[config.mk]
export PLATFORM = sky130hd
export DESIGN_NAME = tdaf_back
export DESIGN_NICKNAME = d
export VERILOG_FILES = /design/src/sv/tdaf_pkg.sv /design/src/sv/tdaf_back.sv
export SDC_FILE = /design/constraint.sdc
export NUM_CORES = 2
export LEC_CHECK = 0
export ABC_AREA = 0
export BUFFER_PORTS_ARGS = -buffer_cell sky130_fd_sc_hd__buf_2
export CORE_ASPECT_RATIO = 1.25
export CORE_MARGIN = 1.5
export CORE_UTILIZATION = 50
export DETAILED_ROUTE_END_ITERATION = 8
export GPL_TIMING_DRIVEN = 0
export PLACE_DENSITY = 0.65
export SLEW_MARGIN = 20
export SYNTH_ARGS = -nofsm -noshare
export SYNTH_HDL_FRONTEND = slang
export SYNTH_SLANG_ARGS = --single-unit
[constraint.sdc]
create_clock -name clk -period 11.25 [get_ports clk]
set_clock_uncertainty 0.05 [all_clocks]
set_input_delay 1.6875 -clock clk [delete_from_list [all_inputs] [get_ports clk]]
set_output_delay 1.6875 -clock clk [all_outputs]
set_load 0.05 [all_outputs]
[src/sv/tdaf_pkg.sv]
// Shared types, constants and arithmetic helpers for the two-degree-of-freedom
// anti-windup force controller. No dependencies.
package tdaf_pkg;

  localparam int QDEPTH = 2;
  localparam int QAW    = $clog2(QDEPTH);
  localparam int CFG_AW = 3;

  localparam logic [CFG_AW-1:0] REG_PREFILTER_DEN = 3'd0;
  localparam logic [CFG_AW-1:0] REG_PREFILTER_NUM = 3'd1;
  localparam logic [CFG_AW-1:0] REG_LOOP_DEN      = 3'd2;
  localparam logic [CFG_AW-1:0] REG_LOOP_NUM      = 3'd3;
  localparam logic [CFG_AW-1:0] REG_LOOP_GAIN     = 3'd4;
  localparam logic [CFG_AW-1:0] REG_FORCE_LIMITS  = 3'd5;
  localparam logic [CFG_AW-1:0] REG_DEAD_BAND     = 3'd6;
  localparam logic [CFG_AW-1:0] REG_FORCE_OFFSET  = 3'd7;

  typedef struct packed {
    logic signed [31:0] setpoint;
    logic signed [31:0] measured;
  } sample_t;

  typedef struct packed {
    logic signed [31:0] drive_force;
    logic               in_dead_band;
  } cmd_t;

  typedef struct packed {
    logic signed [31:0] setpoint;
    logic signed [31:0] measured;
    logic               dead;
  } qitem_t;

  typedef struct packed {
    logic [63:0]        prefilter_den;
    logic [63:0]        prefilter_num;
    logic [63:0]        loop_den;
    logic [63:0]        loop_num;
    logic signed [31:0] loop_gain;
    logic [63:0]        force_limits;
    logic [30:0]        dead_band;
    logic signed [31:0] force_offset;
  } cfg_t;

  typedef struct packed {
    logic   valid;
    qitem_t item;
  } qhead_t;

  localparam logic signed [48:0] SAT_MAX = 49'sd2147483647;
  localparam logic signed [48:0] SAT_MIN = -49'sd2147483648;

  function automatic logic signed [31:0] sat32(input logic signed [48:0] x);
    logic signed [31:0] r;
    if (x > SAT_MAX) begin
      r = 32'sh7fffffff;
    end else if (x < SAT_MIN) begin
      r = 32'sh80000000;
    end else begin
      r = x[31:0];
    end
    return r;
  endfunction

  function automatic logic signed [63:0] sat_add64(input logic signed [63:0] a,
                                                   input logic signed [63:0] b);
    logic [64:0]        s;
    logic signed [63:0] r;
    s = {a[63], a} + {b[63], b};
    if (s[64] != s[63]) begin
      r = s[64] ? {1'b1, 63'd0} : {1'b0, {63{1'b1}}};
    end else begin
      r = s[63:0];
    end
    return r;
  endfunction

  function automatic logic signed [31:0] round_sat28(input logic signed [63:0] x);
    logic signed [35:0] q;
    logic signed [48:0] r;
    q = x[63:28];
    r = 49'(q) + {48'd0, x[27]};
    return sat32(r);
  endfunction

  function automatic logic signed [31:0] round_sat16(input logic signed [63:0] x);
    logic signed [47:0] q;
    logic signed [48:0] r;
    q = x[63:16];
    r = 49'(q) + {48'd0, x[15]};
    return sat32(r);
  endfunction

endpackage

[src/sv/tdaf_back.sv]
// Arithmetic sequencer: one shared 32x32 multiplier and a saturating 64-bit
// accumulator run both filters, the gain, clamp and offset. Depends on tdaf_pkg.
module tdaf_back (
  input  logic             clk,
  input  logic             rst,
  input  tdaf_pkg::cfg_t   cfg,
  input  tdaf_pkg::qhead_t head,
  output logic             pop,
  output logic             cmd_valid,
  input  logic             cmd_stall,
  output tdaf_pkg::cmd_t   cmd
);
  import tdaf_pkg::*;

  localparam logic [3:0] ST_P0     = 4'd0;
  localparam logic [3:0] ST_P1     = 4'd1;
  localparam logic [3:0] ST_P2     = 4'd2;
  localparam logic [3:0] ST_P3     = 4'd3;
  localparam logic [3:0] ST_PACC   = 4'd4;
  localparam logic [3:0] ST_W0     = 4'd5;
  localparam logic [3:0] ST_W1     = 4'd6;
  localparam logic [3:0] ST_W2     = 4'd7;
  localparam logic [3:0] ST_W3     = 4'd8;
  localparam logic [3:0] ST_WACC   = 4'd9;
  localparam logic [3:0] ST_WROUND = 4'd10;
  localparam logic [3:0] ST_CORR   = 4'd11;
  localparam logic [3:0] ST_GAIN   = 4'd12;
  localparam logic [3:0] ST_GROUND = 4'd13;
  localparam logic [3:0] ST_CLAMP  = 4'd14;
  localparam logic [3:0] ST_OUT    = 4'd15;

  logic               busy;
  logic [3:0]         step;
  logic signed [31:0] sp;
  logic signed [31:0] meas;
  logic signed [63:0] acc;
  logic signed [63:0] prod;
  logic signed [31:0] pre;
  logic signed [31:0] wind;
  logic signed [31:0] corr;
  logic signed [31:0] frc;
  logic signed [31:0] pre_lag1, pre_lag2;
  logic signed [31:0] sp_lag1, sp_lag2;
  logic signed [31:0] wind_lag1, wind_lag2;
  logic signed [31:0] cf_lag1, cf_lag2;

  logic signed [31:0] mul_a, mul_b;
  logic signed [31:0] fmin, fmax, clamped;
  logic signed [33:0] corr_full;
  logic signed [32:0] offset_sum;
  logic               out_free;
  logic               load_dead;
  logic               load_live;
  logic               finish;

  assign fmin = cfg.force_limits[31:0];
  assign fmax = cfg.force_limits[63:32];

  always_comb begin
    unique case (step)
      ST_P0:   begin mul_a = cfg.prefilter_den[31:0];  mul_b = pre_lag1;  end
      ST_P1:   begin mul_a = cfg.prefilter_den[63:32]; mul_b = pre_lag2;  end
      ST_P2:   begin mul_a = cfg.prefilter_num[31:0];  mul_b = sp_lag1;   end
      ST_P3:   begin mul_a = cfg.prefilter_num[63:32]; mul_b = sp_lag2;   end
      ST_W0:   begin mul_a = cfg.loop_den[31:0];       mul_b = wind_lag1; end
      ST_W1:   begin mul_a = cfg.loop_den[63:32];      mul_b = wind_lag2; end
      ST_W2:   begin mul_a = cfg.loop_num[31:0];       mul_b = cf_lag1;   end
      ST_W3:   begin mul_a = cfg.loop_num[63:32];      mul_b = cf_lag2;   end
      default: begin mul_a = corr;                     mul_b = cfg.loop_gain; end
    endcase
  end

  always_comb begin
    priority if (frc > fmax) begin
      clamped = fmax;
    end else if (frc < fmin) begin
      clamped = fmin;
    end else begin
      clamped = frc;
    end
  end

  assign corr_full  = 34'(pre) - 34'(meas) - 34'(wind);
  assign offset_sum = 33'(frc) + 33'(cfg.force_offset);

  assign out_free  = !cmd_valid || !cmd_stall;
  assign load_dead = !busy && head.valid && head.item.dead && out_free;
  assign load_live = !busy && head.valid && !head.item.dead;
  assign finish    = busy && (step == ST_OUT) && out_free;
  assign pop       = load_dead || load_live;

  always_ff @(posedge clk) begin
    if (rst) begin
      busy      <= 1'b0;
      step      <= ST_P0;
      cmd_valid <= 1'b0;
      pre_lag1  <= '0;
      pre_lag2  <= '0;
      sp_lag1   <= '0;
      sp_lag2   <= '0;
      wind_lag1 <= '0;
      wind_lag2 <= '0;
      cf_lag1   <= '0;
      cf_lag2   <= '0;
    end else begin
      if (load_dead || finish) begin
        cmd_valid <= 1'b1;
      end else if (!cmd_stall) begin
        cmd_valid <= 1'b0;
      end
      if (load_live) begin
        busy <= 1'b1;
        step <= ST_P0;
      end else if (finish) begin
        busy <= 1'b0;
      end else if (busy && step != ST_OUT) begin
        step <= step + 1'b1;
      end
      if (busy && step == ST_CLAMP) begin
        pre_lag2  <= pre_lag1;
        pre_lag1  <= pre;
        sp_lag2   <= sp_lag1;
        sp_lag1   <= sp;
        wind_lag2 <= wind_lag1;
        wind_lag1 <= wind;
        cf_lag2   <= cf_lag1;
        cf_lag1   <= clamped;
      end
    end
  end

  always_ff @(posedge clk) begin
    prod <= 64'(mul_a) * 64'(mul_b);
    if (load_live) begin
      sp   <= head.item.setpoint;
      meas <= head.item.measured;
    end
    if (load_dead) begin
      cmd.drive_force  <= '0;
      cmd.in_dead_band <= 1'b1;
    end else if (finish) begin
      cmd.drive_force  <= sat32(49'(offset_sum));
      cmd.in_dead_band <= 1'b0;
    end
    if (busy) begin
      unique case (step)
        ST_P0: acc <= '0;
        ST_P1, ST_P2, ST_P3, ST_PACC, ST_W1, ST_W2, ST_W3, ST_WACC:
          acc <= sat_add64(acc, prod);
        ST_W0: begin
          pre <= round_sat28(acc);
          acc <= '0;
        end
        ST_WROUND: wind <= round_sat28(acc);
        ST_CORR:   corr <= sat32(49'(corr_full));
        ST_GROUND: frc  <= round_sat16(prod);
        ST_CLAMP:  frc  <= clamped;
        default:   acc  <= acc;
      endcase
    end
  end

`ifndef SYNTHESIS
  a_dead_zero: assert property (@(posedge clk) disable iff (rst)
    cmd_valid && cmd.in_dead_band |-> cmd.drive_force == '0)
    else $error("dead-band result carries nonzero force");
  a_state_hold: assert property (@(posedge clk) disable iff (rst)
    !(busy && step == ST_CLAMP) |=> $stable(cf_lag1) && $stable(sp_lag1))
    else $error("filter state changed outside update step");
  a_no_pop_busy: assert property (@(posedge clk) disable iff (rst)
    busy |-> !pop) else $error("queue popped while sequencer busy");
  a_finish_step: assert property (@(posedge clk) disable iff (rst)
    finish |=> !busy && cmd_valid) else $error("finished item not presented");
`endif

endmodule

==> run metrics <==
endpoints failing hold=0; vias in the first global route=64,793; clk sink count=615; WL final=332,000 um; Arr. time, crit path=11.77 ns; count of final setup violators=0; Max-slew headroom=0.138; Post-Place Worst Slack=-2.42 ns; Max Fanout on Critical Path=12; total track usage=0.453; synthesized area=72,000 um^2; Area Growth Syn to Fin=13.8%; VDD IR max=1060 uV; biggest regs=acc: 64 flops, prod: 64 flops, cmd: 33 flops; Overflow after GRT=0; sequential area share after synthesis=0.207; Avg Cell Area, Syn=8.81 um^2; Internal Pwr Total=11.1 mW; largest net degree at the start of global routing=25; R2R Path End=prod[61]$_DFF_P_; H-tree depth=3; critical path capture point type=flip-flop; DR iter-0 viols=8,120; min-delay src=cmd[0]$_SDFFE_PP1P_; Placer Congestion=1.06; CP dominant cell by count=fa_1; status=finished clean; share of layout cells above drive strength 1=0.123; Num CTS Buffers=74; Max Slew Vio Count=0; power share of the sequential group=0.123; RSZ-0062 raised after global routing=no; count of cell types in the netlist=87; fin crit share=0.999; RR Startpoint=step[2]$_SDFFE_PP0P_; critical path type=flip-flop to flip-flop; # DRC=0; final worst path period need=11.24 ns; R2R Setup Slk=0.01 ns; Worst-Margin Slew=1.29 ns; Synth top area share=0.311; Combinational Power Share=0.768; CTS tree=done; number of max-cap violations=0; slowest cell delay on critical path=0.62 ns; top_reg_cell synth=dfxtp_1; switch share=0.540; Initial Util=0.504; worst-case reg-to-reg path depth=32; HPWL Detailed=274,000 um; first-pass iteration count of the detailed router=7; WP data required=11.78 ns; Post-Syn Nets=10,157; WL/cell=30.7 um; Clk pwr share=0.109; Yosys reg bits=615; Post-synth EDFFs=256; Crit-path slowest cell=fa_1; Chip Height=427 um; number of buffers added on ports=486; Core Footprint=143,000 um^2; DR vias=66,615; Startpoint Class=flip-flop; leakage power=37.9 nW; Clock Latency Late Sink=0.69 ns; Hold EP=cmd[0]$_SDFFE_PP1P_; row count=155; Die X=342 um; Via density=6.17; Final Worst Setup Slack=0.0105 ns; IO Count=519; asr flop ratio synth=0; post-synthesis cell type with the largest combined area=fa_1; initial antenna violation count=34; top cells by area, synth=fa_1, edfxtp_1, dfxtp_1; PD cells=295 nW/um^2; total power=24.2 mW; Fmax achieved=89.0 MHz; final antenna-violating net count=0; Post-layout nets=10,813; Synth warnings=0; Worst-path clk slew=0.07 ns; total net switching power=13.0 mW; Worst Setup SP=step[2]$_SDFFE_PP0P_; Non-Filler Instances=10,794; Clock Tree Root=clkbuf_16; min-delay worst type=flip-flop to flip-flop; Clock Tree Buf Depth=3; Worst Hold Depth=2; Syn Inst Count=8,171; die area=146,000 um^2; first-pass GRT wire length=465,000 um; Post-Place Cells=10,606
## stage by stage
step	cell area, um^2	utilization	TNS [ns]	hold slack, ns
after floorplan	72000	-	0	0.386
after global placement	76700	0.538	-136.74	0.377
after detailed placement	78100	0.547	-71.11	0.388
after CTS	81400	0.571	0	0.397
after global routing	81800	0.573	0	0.416
final	81900	0.574	0	0.398
## area by class of cell
cell class / count / area [um^2]
Fill cell: 13278 / 60900
Inverter: 1334 / 5010
Tap cell: 1884 / 2360
Sequential cell: 615 / 14900
Buffer: 430 / 2090
Antenna cell: 22 / 55.1
Clock inverter: 33 / 455
Clock buffer: 104 / 2220
Multi-Input combinational cell: 5777 / 51000
Timing Repair Buffer: 595 / 3770
## cell usage after synthesis (36+ instances only)
cell         n
a21o_1     133
a21oi_1    501
a221oi_1    80
a22o_1      76
a22oi_1    112
a31oi_1     38
and2_1      50
clkbuf_1   410
dfxtp_1    359
edfxtp_1   256
fa_1      1116
ha_1       386
inv_1     1333
nand2_1   1129
nand2b_1    36
nand3_1    133
nand4_1    122
nor2_1     645
nor2b_1     38
nor3_1      42
o21a_1      75
o21ai_0    351
o21ai_1     84
xnor2_1    128
xor2_1     114
## cell usage in the layout, fill, tap and decap left out, types with 22 or more instances in the layout
master and count:
buf_2 506, o211a_1 31, buf_4 72, nor3_1 40, clkbuf_4 49, a211oi_1 25, nand3_1 133, fa_1 1111
a22o_1 76, a22oi_1 111, o21ai_0 342, inv_1 1331, o21a_1 52, o211ai_1 32, and3_1 34, clkbuf_16 81
diode_2 22, o221a_2 29, nand2b_1 36, clkbuf_1 255, nand4_1 122, o21bai_1 30, nor2_1 645, a31oi_1 26
o21ai_2 38, dfxtp_1 359, a21o_1 133, o21ai_1 45, nor2b_1 36, a221oi_1 74, xor2_1 114, clkbuf_2 84
edfxtp_1 256, xnor2_1 128, a21oi_1 497, and2_1 44, ha_1 385, nand2_1 1129, buf_6 23
## critical path: cells and delay by family, from the launching register on
family	cells	cell delay [ns]
simple gates	7	1.88
xor+xnor	1	0.26
flops	1	0.46
buf+inv	8	2.10
fa+ha+maj	9	4.49
compound gates	7	1.79
## power groups by stage
stage	Combinational (mW)	Sequential (mW)	Clock (mW)
2_1_floorplan	12.5	2.88	0
3_3_place_gp	17.8	3.00	0
3_5_place_dp	18.1	3.00	0
4_1_cts	18.3	2.95	2.62
5_1_grt	20.3	2.97	2.71
6_report	18.6	2.96	2.63
## per-layer routing
metal | global-route usage | vias up | wire length, um | part of all wire
li1 | - | 27974 | - | -
met1 | 0.570 | 33363 | 121000 | 0.36
met2 | 0.658 | 4210 | 140000 | 0.42
met3 | 0.132 | 1050 | 40100 | 0.12
met4 | 0.343 | 18 | 30600 | 0.092
met5 | 0 | - | 111 | 0.00033
## worst max-delay path by stage
stage,to,slack (ns)
global route,prod[47]$_DFF_P_,0.00006
CTS,prod[63]$_DFF_P_,0.01
finish,prod[61]$_DFF_P_,0.01
global placement,prod[61]$_DFF_P_,-4.01
floorplan,prod[63]$_DFF_P_,1.48
detailed placement,prod[54]$_DFF_P_,-2.42
## cells by family after synthesis
group                      share of synthesized area
and+or+nand+nor                                0.138
buffers and inverters                         0.0933
AOI/OAI and AO/OA                              0.154
muxes                                       0.000556
xor gates and xnor gates                      0.0295
adders and majority gates                      0.378
DFF                                            0.207
## what timing repair did
item,CTS,global route
gates resized for setup,239,136
pin swaps,18,10
buffers inserted,19,25
endpoints found under the setup margin,50,22
hold buffers,0,0
(Power assumes the default switching activity.)
