==> config.mk <==
export PLATFORM = sky130hd
export DESIGN_NAME = tdaf_front
export DESIGN_NICKNAME = d
export VERILOG_FILES = /design/src/sv/tdaf_pkg.sv /design/src/sv/tdaf_queue.sv /design/src/sv/tdaf_front.sv
export SDC_FILE = /design/constraint.sdc
export NUM_CORES = 1
export LEC_CHECK = 0
export BUFFER_PORTS_ARGS = -buffer_cell sky130_fd_sc_hd__buf_2
export CORE_ASPECT_RATIO = 0.8
export CORE_MARGIN = 4
export CORE_UTILIZATION = 57
export CTS_BUF_LIST = sky130_fd_sc_hd__clkbuf_4 sky130_fd_sc_hd__clkbuf_8
export DETAILED_ROUTE_END_ITERATION = 10
export GPL_TIMING_DRIVEN = 0
export PLACE_DENSITY = 0.8
export REMOVE_ABC_BUFFERS = 1
export SYNTH_ARGS = -nofsm -noshare
export SYNTH_HDL_FRONTEND = slang
export SYNTH_HIERARCHICAL = 1
export SYNTH_SLANG_ARGS = --single-unit
==> constraint.sdc <==
create_clock -name clk -period 9.6 [get_ports clk]
set_input_delay 0.96 -clock clk [delete_from_list [all_inputs] [get_ports clk]]
set_output_delay 0.96 -clock clk [all_outputs]
set_load 0.05 [all_outputs]
==> src/sv/tdaf_pkg.sv <==
// Shared types, constants and arithmetic helpers for the two-degree-of-freedom
// anti-windup force controller. No dependencies.
package tdaf_pkg;

  localparam int QDEPTH = 2;
  localparam int QAW    = $clog2(QDEPTH);
  localparam int CFG_AW = 3;

  localparam logic [CFG_AW-1:0] REG_PREFILTER_DEN = 3'd0;
  localparam logic [CFG_AW-1:0] REG_PREFILTER_NUM = 3'd1;
  localparam logic [CFG_AW-1:0] REG_LOOP_DEN      = 3'd2;
  localparam logic [CFG_AW-1:0] REG_LOOP_NUM      = 3'd3;
  localparam logic [CFG_AW-1:0] REG_LOOP_GAIN     = 3'd4;
  localparam logic [CFG_AW-1:0] REG_FORCE_LIMITS  = 3'd5;
  localparam logic [CFG_AW-1:0] REG_DEAD_BAND     = 3'd6;
  localparam logic [CFG_AW-1:0] REG_FORCE_OFFSET  = 3'd7;

  typedef struct packed {
    logic signed [31:0] setpoint;
    logic signed [31:0] measured;
  } sample_t;

  typedef struct packed {
    logic signed [31:0] drive_force;
    logic               in_dead_band;
  } cmd_t;

  typedef struct packed {
    logic signed [31:0] setpoint;
    logic signed [31:0] measured;
    logic               dead;
  } qitem_t;

  typedef struct packed {
    logic [63:0]        prefilter_den;
    logic [63:0]        prefilter_num;
    logic [63:0]        loop_den;
    logic [63:0]        loop_num;
    logic signed [31:0] loop_gain;
    logic [63:0]        force_limits;
    logic [30:0]        dead_band;
    logic signed [31:0] force_offset;
  } cfg_t;

  typedef struct packed {
    logic   valid;
    qitem_t item;
  } qhead_t;

  localparam logic signed [48:0] SAT_MAX = 49'sd2147483647;
  localparam logic signed [48:0] SAT_MIN = -49'sd2147483648;

  function automatic logic signed [31:0] sat32(input logic signed [48:0] x);
    logic signed [31:0] r;
    if (x > SAT_MAX) begin
      r = 32'sh7fffffff;
    end else if (x < SAT_MIN) begin
      r = 32'sh80000000;
    end else begin
      r = x[31:0];
    end
    return r;
  endfunction

  function automatic logic signed [63:0] sat_add64(input logic signed [63:0] a,
                                                   input logic signed [63:0] b);
    logic [64:0]        s;
    logic signed [63:0] r;
    s = {a[63], a} + {b[63], b};
    if (s[64] != s[63]) begin
      r = s[64] ? {1'b1, 63'd0} : {1'b0, {63{1'b1}}};
    end else begin
      r = s[63:0];
    end
    return r;
  endfunction

  function automatic logic signed [31:0] round_sat28(input logic signed [63:0] x);
    logic signed [35:0] q;
    logic signed [48:0] r;
    q = x[63:28];
    r = 49'(q) + {48'd0, x[27]};
    return sat32(r);
  endfunction

  function automatic logic signed [31:0] round_sat16(input logic signed [63:0] x);
    logic signed [47:0] q;
    logic signed [48:0] r;
    q = x[63:16];
    r = 49'(q) + {48'd0, x[15]};
    return sat32(r);
  endfunction

endpackage

==> src/sv/tdaf_queue.sv <==
// Two-entry flip-flop queue between the classifier and the arithmetic sequencer.
// Depends on tdaf_pkg.
module tdaf_queue (
  input  logic            clk,
  input  logic            rst,
  input  logic            push,
  input  tdaf_pkg::qitem_t push_item,
  output logic            full,
  input  logic            pop,
  output tdaf_pkg::qhead_t head
);
  import tdaf_pkg::*;

  qitem_t         mem [QDEPTH];
  logic [QAW-1:0] wr_ptr;
  logic [QAW-1:0] rd_ptr;
  logic [QAW:0]   count;

  assign full       = (count == (QAW+1)'(QDEPTH));
  assign head.valid = (count != '0);
  assign head.item  = mem[rd_ptr];

  always_ff @(posedge clk) begin
    if (push) begin
      mem[wr_ptr] <= push_item;
    end
  end

  always_ff @(posedge clk) begin
    if (rst) begin
      wr_ptr <= '0;
      rd_ptr <= '0;
      count  <= '0;
    end else begin
      if (push) begin
        wr_ptr <= (wr_ptr == QAW'(QDEPTH-1)) ? '0 : wr_ptr + 1'b1;
      end
      if (pop) begin
        rd_ptr <= (rd_ptr == QAW'(QDEPTH-1)) ? '0 : rd_ptr + 1'b1;
      end
      unique case ({push, pop})
        2'b10:   count <= count + 1'b1;
        2'b01:   count <= count - 1'b1;
        default: count <= count;
      endcase
    end
  end

`ifndef SYNTHESIS
  a_no_overflow: assert property (@(posedge clk) disable iff (rst)
    push |-> !full) else $error("queue push while full");
  a_no_underflow: assert property (@(posedge clk) disable iff (rst)
    pop |-> head.valid) else $error("queue pop while empty");
  a_count_bound: assert property (@(posedge clk) disable iff (rst)
    count <= (QAW+1)'(QDEPTH)) else $error("queue count out of range");
`endif

endmodule

==> src/sv/tdaf_front.sv <==
// Sample intake: accepts a sample, classifies it against the dead band and
// queues it for the sequencer. Depends on tdaf_pkg and tdaf_queue.
module tdaf_front (
  input  logic              clk,
  input  logic              rst,
  input  logic              sample_valid,
  output logic              sample_stall,
  input  tdaf_pkg::sample_t sample,
  input  logic [30:0]       dead_band,
  input  logic              pop,
  output tdaf_pkg::qhead_t  head
);
  import tdaf_pkg::*;

  logic               full;
  logic               push;
  logic signed [32:0] err;
  logic signed [32:0] db;
  qitem_t             item;

  assign err  = 33'(sample.setpoint) - 33'(sample.measured);
  assign db   = {2'b00, dead_band};

  assign item.setpoint = sample.setpoint;
  assign item.measured = sample.measured;
  assign item.dead     = (err < db) && (err > -db);

  assign sample_stall = full;
  assign push         = sample_valid && !full;

  tdaf_queue u_queue (
    .clk       (clk),
    .rst       (rst),
    .push      (push),
    .push_item (item),
    .full      (full),
    .pop       (pop),
    .head      (head)
  );

endmodule

==> results by group, run 1 <==
Route
  • 1st-iter DRT viols: 333
  • DR DRC count: 0
  • Post-DR wirelength/cell: 16.34 µm
  • Vias/cell: 5.539
  • WL final: 18,140 µm
  • Vias: 6,148
  • Drt first pass iters: 4
  • Antenna-violating nets left: 0

Final layout
  • Fillers: 1,139
  • Final core utilization: 0.6950
  • Proportion of layout cells with a drive suffix above 1: 0.3164
  • Antenna cells: 0
  • Reg area: 4008 µm²
  • Count of nets after finishing: 1,106
  • Multi-input combinational cell area: 4313 µm²
  • P&R area growth vs syn: 16.97%

Clock tree
  • Worst-Skew Late Latency: 0.45 ns
  • CTS tree: built
  • Post-CTS Setup Repair Bufs: 0
  • # hold bufs at CTS: 0
  • PostCTS Resize Cnt: 0
  • Clock Path Buffers: 2
  • Clock transition at path regs: 0.08 ns
  • Clk root buf: clkbuf_8
  • Num CTS Buffers: 17
  • Sink Count: 135
  • H-tree Lvls: 4

GRT
  • Grt ovf: 0
  • Number of global-route vias before repair: 6,225
  • Total track usage: 0.2133
  • Initial antenna violation count: 0
  • Grt met1 use: 0.2770
  • Global Route met3 Usage: 0.05889
  • Most Crowded Layer GR: met2
  • Met2 Use GR: 0.3577
  • First-pass GRT wire length: 29,790 µm
  • Largest net degree at the start of global routing: 66

Placement
  • Place WS: 3.808 ns
  • Port bufs: 165
  • DP HPWL: 13,990 µm
  • GPL Wtd Cong: 0.8603

Setup path
  • Critical R2R Launch: u_queue/count[0]
  • Worst setup startpoint: sample[32]
  • Critical path arrival: 5.62 ns
  • R2r setup slk: 7.52 ns
  • CP Capture Type: flip-flop
  • Number of buffer and inverter stages on the critical path: 3
  • CP Cell Sequence: buf_2 > inv_1 > ha_1 > inv_1 > fa_1 > a21oi_1 > nor2_1 > or2_2 > a21oi_1 > o21bai_1 > a21oi_1 > o21bai_1 > xor2_1 > ha_1 > a21o_1 > a211o_1 > a2111oi_2 > o31ai_1 > a221oi_2 > and4b_4 > a2111oi_4 > maj3_1 > o211ai_1 > a2bb2oi_1
  • Maximum fanout along the worst path: 3
  • Worst path slowest cell: fa_1
  • Critical path startpoint category: input pin
  • Data required, critical path: 9.87 ns
  • Worst path max stage delay: 0.40 ns
  • CP dominant cell by count: a21oi_1
  • CP top delay family: compound AO/OA/AOI/OAI gates
  • Worst setup path category: in -> reg

Timing
  • Fin crit share: 0.5572
  • Normalized max-slew margin: 0.3804
  • Final WS setup: 4.251 ns
  • Final Slew Violations: 0
  • Crit path time final: 5.349 ns
  • Slew at the pin closest to its max-slew limit: 0.9294 ns
  • RSZ-0062 raised after global routing: no
  • Max Fclk: 187.0 MHz
  • Final Hold Violating Endpoints: 0
  • Setup violations, final: 0
  • Layout Skew: 0.008860 ns
  • Setup_tns: 0 ns

Synthesis
  • Post-synth EDFFs: 130
  • Top post-synthesis cells by count: 130 x edfxtp_1, 93 x ha_1, 75 x inv_1
  • Most used flip-flop cell after synthesis: edfxtp_1
  • Seq/Total Area, Yosys: 0.4634
  • Top-count cell post-synth: edfxtp_1
  • Distinct cells, synth: 72
  • Synth Instances: 735
  • Mapped Area: 8640 µm²
  • Top cell type by total area after synthesis: edfxtp_1
  • Synth Warn #: 6
  • Yosys reg bits: 135
  • Post-Syn Area per Cell: 11.75 µm²
  • Synth top area cells: edfxtp_1 45%, ha_1 13%, mux2_2 8.6%, xnor2_1 4.4%, inv_1 3.3%
  • Ys async rst share: 0
  • Area share of the largest cell type after synthesis: 0.4518

Floorplan
  • Starting density of the core: 0.5941
  • Die Area: 17,200 µm²
  • Core area: 14,540 µm²
  • Rows: 39
  • Die height: 118.1 µm
  • Die X: 145.6 µm
  • Ports: 166

Power and ir drop
  • Max VDD drop: 0.1258 mV
  • Lkg Pwr: 4.386 nW
  • P per Cell Area: 184.0 nW/µm²

Min path
  • Beginning of the worst hold path: u_queue/count[1]
  • Worst Hold Class: reg -> reg

Flow run
  • Max Cap Violations: 0

Outcome
  • Outcome: finished, final reports clean
-- worst register-to-register path: stages (launching register included) --
cell	delay (ns)
dfxtp_1	0.40
and2b_2	0.24
nor2b_1	0.22
and2_4	0.79
-- state kept, by name (all words and copies together) (netlist names), named ones only --
name            cells
u_queue/count       2
u_queue/mem       130
u_queue/wr_ptr      1
u_queue/rd_ptr      1
-- worst paths after layout --
kind,endpoint,cells past startpoint
max,u_queue/mem[0][0],24
min,u_queue/count[1],2
max reg2reg,u_queue/mem[1][33],3
min reg2reg,u_queue/count[1],2
-- metal layers --
metal	share of wire	wire length [µm]
met1	0.47	8459
met2	0.47	8609
met3	0.052	940
met4	0.0069	126
met5	0	0
-- where the power goes --
group	total, mW	switching (mW)	internal [mW]	leakage, nW
clock network	0.484	0.219	0.265	0.209
registers	0.744	0.0250	0.719	1.26
logic	0.632	0.403	0.228	2.92
-- final cells by class --
class                           count  area share
Clock buffer                       20     0.02538
Clock inverter                     12     0.01498
Inverter                           75     0.02786
Multi-Input combinational cell    517      0.4268
Sequential cell                   135      0.3966
Tap cell                          184     0.02278
Timing Repair Buffer              167     0.08568
-- placed cells by master (no fill, tap or decap), types with 4 or more instances in the layout --
cell and count:
a21oi_1 35, ha_1 93, a21o_1 27, nand2_1 26
o21ai_0 24, edfxtp_1 130, mux2_2 66, dfxtp_1 4
or3_1 4, nor2_1 45, buf_2 165, nor4_1 8
nand3_1 10, and3_1 5, clkbuf_8 17, inv_1 75
o21bai_1 5, nand4_1 13, nand2b_1 8, xnor2_1 43
xor2_1 11, nor2b_1 9, and4_1 4, o21a_1 7
nor3_1 11
-- metrics by stage --
step / area [µm²] / power [mW] / hold WS [ns] / instances
2_1_floorplan: 8588 / 1.232 / 0.4564 / 727
3_3_place_gp: 9644 / 1.376 / 0.4839 / 1076
3_5_place_dp: 9698 / 1.387 / 0.5092 / 1078
4_1_cts: 10110 / 1.868 / 0.5217 / 1110
5_1_grt: 10110 / 1.957 / 0.5459 / 1110
6_report: 10110 / 1.860 / 0.5251 / 1110
-- kinds of logic (layout without fill, tap and decap cells) --
group / count (synthesis) / after routing / share of synthesized area
xor+xnor: 55 / 55 / 0.05663
fa+ha+maj: 96 / 96 / 0.1395
buf+inv: 83 / 274 / 0.03852
simple gates: 164 / 164 / 0.1020
mux: 67 / 67 / 0.08718
compound gates: 135 / 135 / 0.1128
flops: 135 / 135 / 0.4634
Note: power is estimated with default switching activity, not from simulation.
==> run 2: changes to the inputs <==
Settings changed: CORE_UTILIZATION 57 to 52, PLACE_DENSITY 0.8 to 0.77.
Clock period 9.6 ns to 4.3 ns, I/O delays scaled along.
==> run 2 against run 1 <==
Effect of this change: the run now ends with negative setup slack left; power up 120%; sequential share of layout area fell by 1.3 points; critical path depth shrank 2; core utilization is 4.1 points lower; clock-buffer cell count is 2 lower; worst setup slack worse by 4.5 ns; critical path type unchanged; critical endpoint is now u_queue/mem[1][0].
==> results by group, run 2 (same netlist as run 1, synthesis figures left out) <==
Placement
  • GPL Wtd Cong: 0.8625
  • DP HPWL: 13,740 µm
  • Port bufs: 165
  • Place WS: -1.004 ns

Final layout
  • Multi-input combinational cell area: 4489 µm²
  • P&R area growth vs syn: 21.09%
  • Proportion of layout cells with a drive suffix above 1: 0.3615
  • Commonest non-fill, non-tap cell in the layout: buf_2
  • Max reg flops: 130
  • Reg area: 4008 µm²
  • Most frequent cells in the layout: 162 x buf_2, 130 x edfxtp_1, 86 x ha_1
  • Fillers: 1,271
  • Count of nets after finishing: 1,127
  • Reg with most FFs: u_queue/mem
  • Biggest regs: u_queue/mem: 130 flops, u_queue/count: 2 flops

Setup path
  • CP Cell Sequence: buf_8 > inv_6 > ha_4 > nor2b_4 > o31a_1 > o311a_4 > nor2_1 > nor2_1 > o21a_1 > nor2_2 > xnor2_2 > ha_1 > a21o_1 > a211o_1 > a2111oi_4 > o31ai_2 > a221oi_2 > and4b_4 > a2111oi_4 > maj3_2 > o211ai_1 > a2bb2oi_2
  • Worst setup path category: in -> reg
  • R2r setup slk: 2.23 ns
  • Critical Path End: u_queue/mem[1][0]
  • CP Capture Type: flip-flop
  • Worst path max stage delay: 0.40 ns
  • Maximum fanout along the worst path: 4
  • Data required, critical path: 4.58 ns
  • Critical path arrival: 4.81 ns
  • R2r worst-path depth: 3
  • Worst setup startpoint: sample[1]
  • Critical R2R Launch: u_queue/count[0]
  • Worst path slowest cell: o311a_4
  • Reg2reg end: u_queue/mem[1][34]
  • Critical path startpoint category: input pin

Clock tree
  • CTS tree: built
  • Clock Path Buffers: 2
  • Sink Count: 135
  • Num CTS Buffers: 17
  • Clock transition at path regs: 0.07 ns
  • Clk root buf: clkbuf_8
  • H-tree Lvls: 4
  • Worst-Skew Late Latency: 0.43 ns

Timing
  • Final WS setup: -0.2347 ns
  • Final Slew Violations: 0
  • Final Hold Violating Endpoints: 0
  • Slew at the pin closest to its max-slew limit: 0.9161 ns
  • Setup_tns: -0.4673 ns
  • Layout Skew: 0.009222 ns
  • Crit path time final: 4.535 ns
  • Worst hold margin: 0.1793 ns
  • Normalized max-slew margin: 0.3892
  • Fin crit share: 1.055
  • RSZ-0062 raised after global routing: yes
  • Setup violations, final: 2
  • Max Fclk: 220.5 MHz

Power and ir drop
  • Lkg Pwr: 4.486 nW
  • P per Cell Area: 391.3 nW/µm²
  • Max VDD drop: 0.3591 mV
  • Overall Power: 4.094 mW

Route
  • 1st-iter DRT viols: 325
  • DR DRC count: 0
  • Vias: 6,191
  • Vias/cell: 5.328
  • Post-DR wirelength/cell: 15.88 µm
  • Drt first pass iters: 5
  • WL final: 18,450 µm
  • Antenna-violating nets left: 0

Outcome
  • Failing checks: negative setup slack
  • Outcome: finished with violations

Min path
  • Worst Hold Class: in -> reg

GRT
  • Initial antenna violation count: 1
  • Grt ovf: 0
  • Largest net degree at the start of global routing: 66
  • Number of global-route vias before repair: 6,080
  • Total track usage: 0.1971
  • First-pass GRT wire length: 29,440 µm

Floorplan
  • Starting density of the core: 0.5398
  • Die Area: 18,750 µm²
  • Ports: 166
  • Die X: 152.1 µm
  • Die height: 123.3 µm
  • Core area: 16,010 µm²
  • Rows: 41

Flow run
  • Max Cap Violations: 0
## run 2: cell types whose count changed in the layout (fill, tap and decap cells not counted), sizes merged
cell and delta:
buf +21, bufinv -2, clkbuf -2, clkinvlp +2
clkinv +1, diode +1
## run 2: what timing repair did
item,in CTS,in global routing
setup buffers,18,3
endpoints found under the setup margin,2,2
hold buffers,0,0
pin swaps,36,4
gates resized for setup,37,10
## run 2: metrics by stage
step,utilization,instance area (µm²),std cells
finish,0.6536,10460,1162
global route,0.6536,10460,1162
CTS,0.6503,10410,1158
detailed placement,0.6083,9737,1109
global placement,0.6050,9683,1107
floorplan,-,8588,727
## run 2: per-layer routing
layer  GRT usage  up-vias  part of all wire
met2      0.3235      158              0.47
li1            -     3121                 -
met5           0        -                 0
met1      0.2621     2895              0.46
met3     0.04829       17             0.055
met4     0.06064        0             0.014
## run 2: final cells by class
type                    count  area share
diodes                      1   0.0002392
clock buffers              18     0.02308
clock inverters            13     0.01041
inverters                  75     0.02763
multi-input cells         517      0.4291
flip-flops and latches    135      0.3831
well taps                 215     0.02571
repair buffers            188      0.1007
## run 2: how the worst min path moves through the flow
stage / start / to / slack (ns) / depth (start not counted)
6_report: sample[32] / u_queue/mem[0][33] / 0.18 / 1
5_1_grt: sample[32] / u_queue/mem[0][33] / 0.13 / 1
4_1_cts: sample[32] / u_queue/mem[1][33] / 0.13 / 1
3_5_place_dp: u_queue/rd_ptr / flip-flop / 0.50 / 2
3_3_place_gp: u_queue/count[1] / u_queue/count[1] / 0.49 / 2
2_1_floorplan: u_queue/count[1] / u_queue/count[1] / 0.46 / 2
## run 2: where the power goes
part           internal (mW)  switching [mW]
clock network          0.455           0.474
logic                  0.568           0.936
registers               1.61          0.0562
total                   2.63            1.47
## run 2: critical path: cells and delay by family
kind / cells / cell delay (ns)
adders and majority gates: 3 / 0.71
and+or+nand+nor: 5 / 0.72
AOI/OAI and AO/OA: 11 / 2.63
buffers and inverters: 2 / 0.16
xor gates and xnor gates: 1 / 0.14
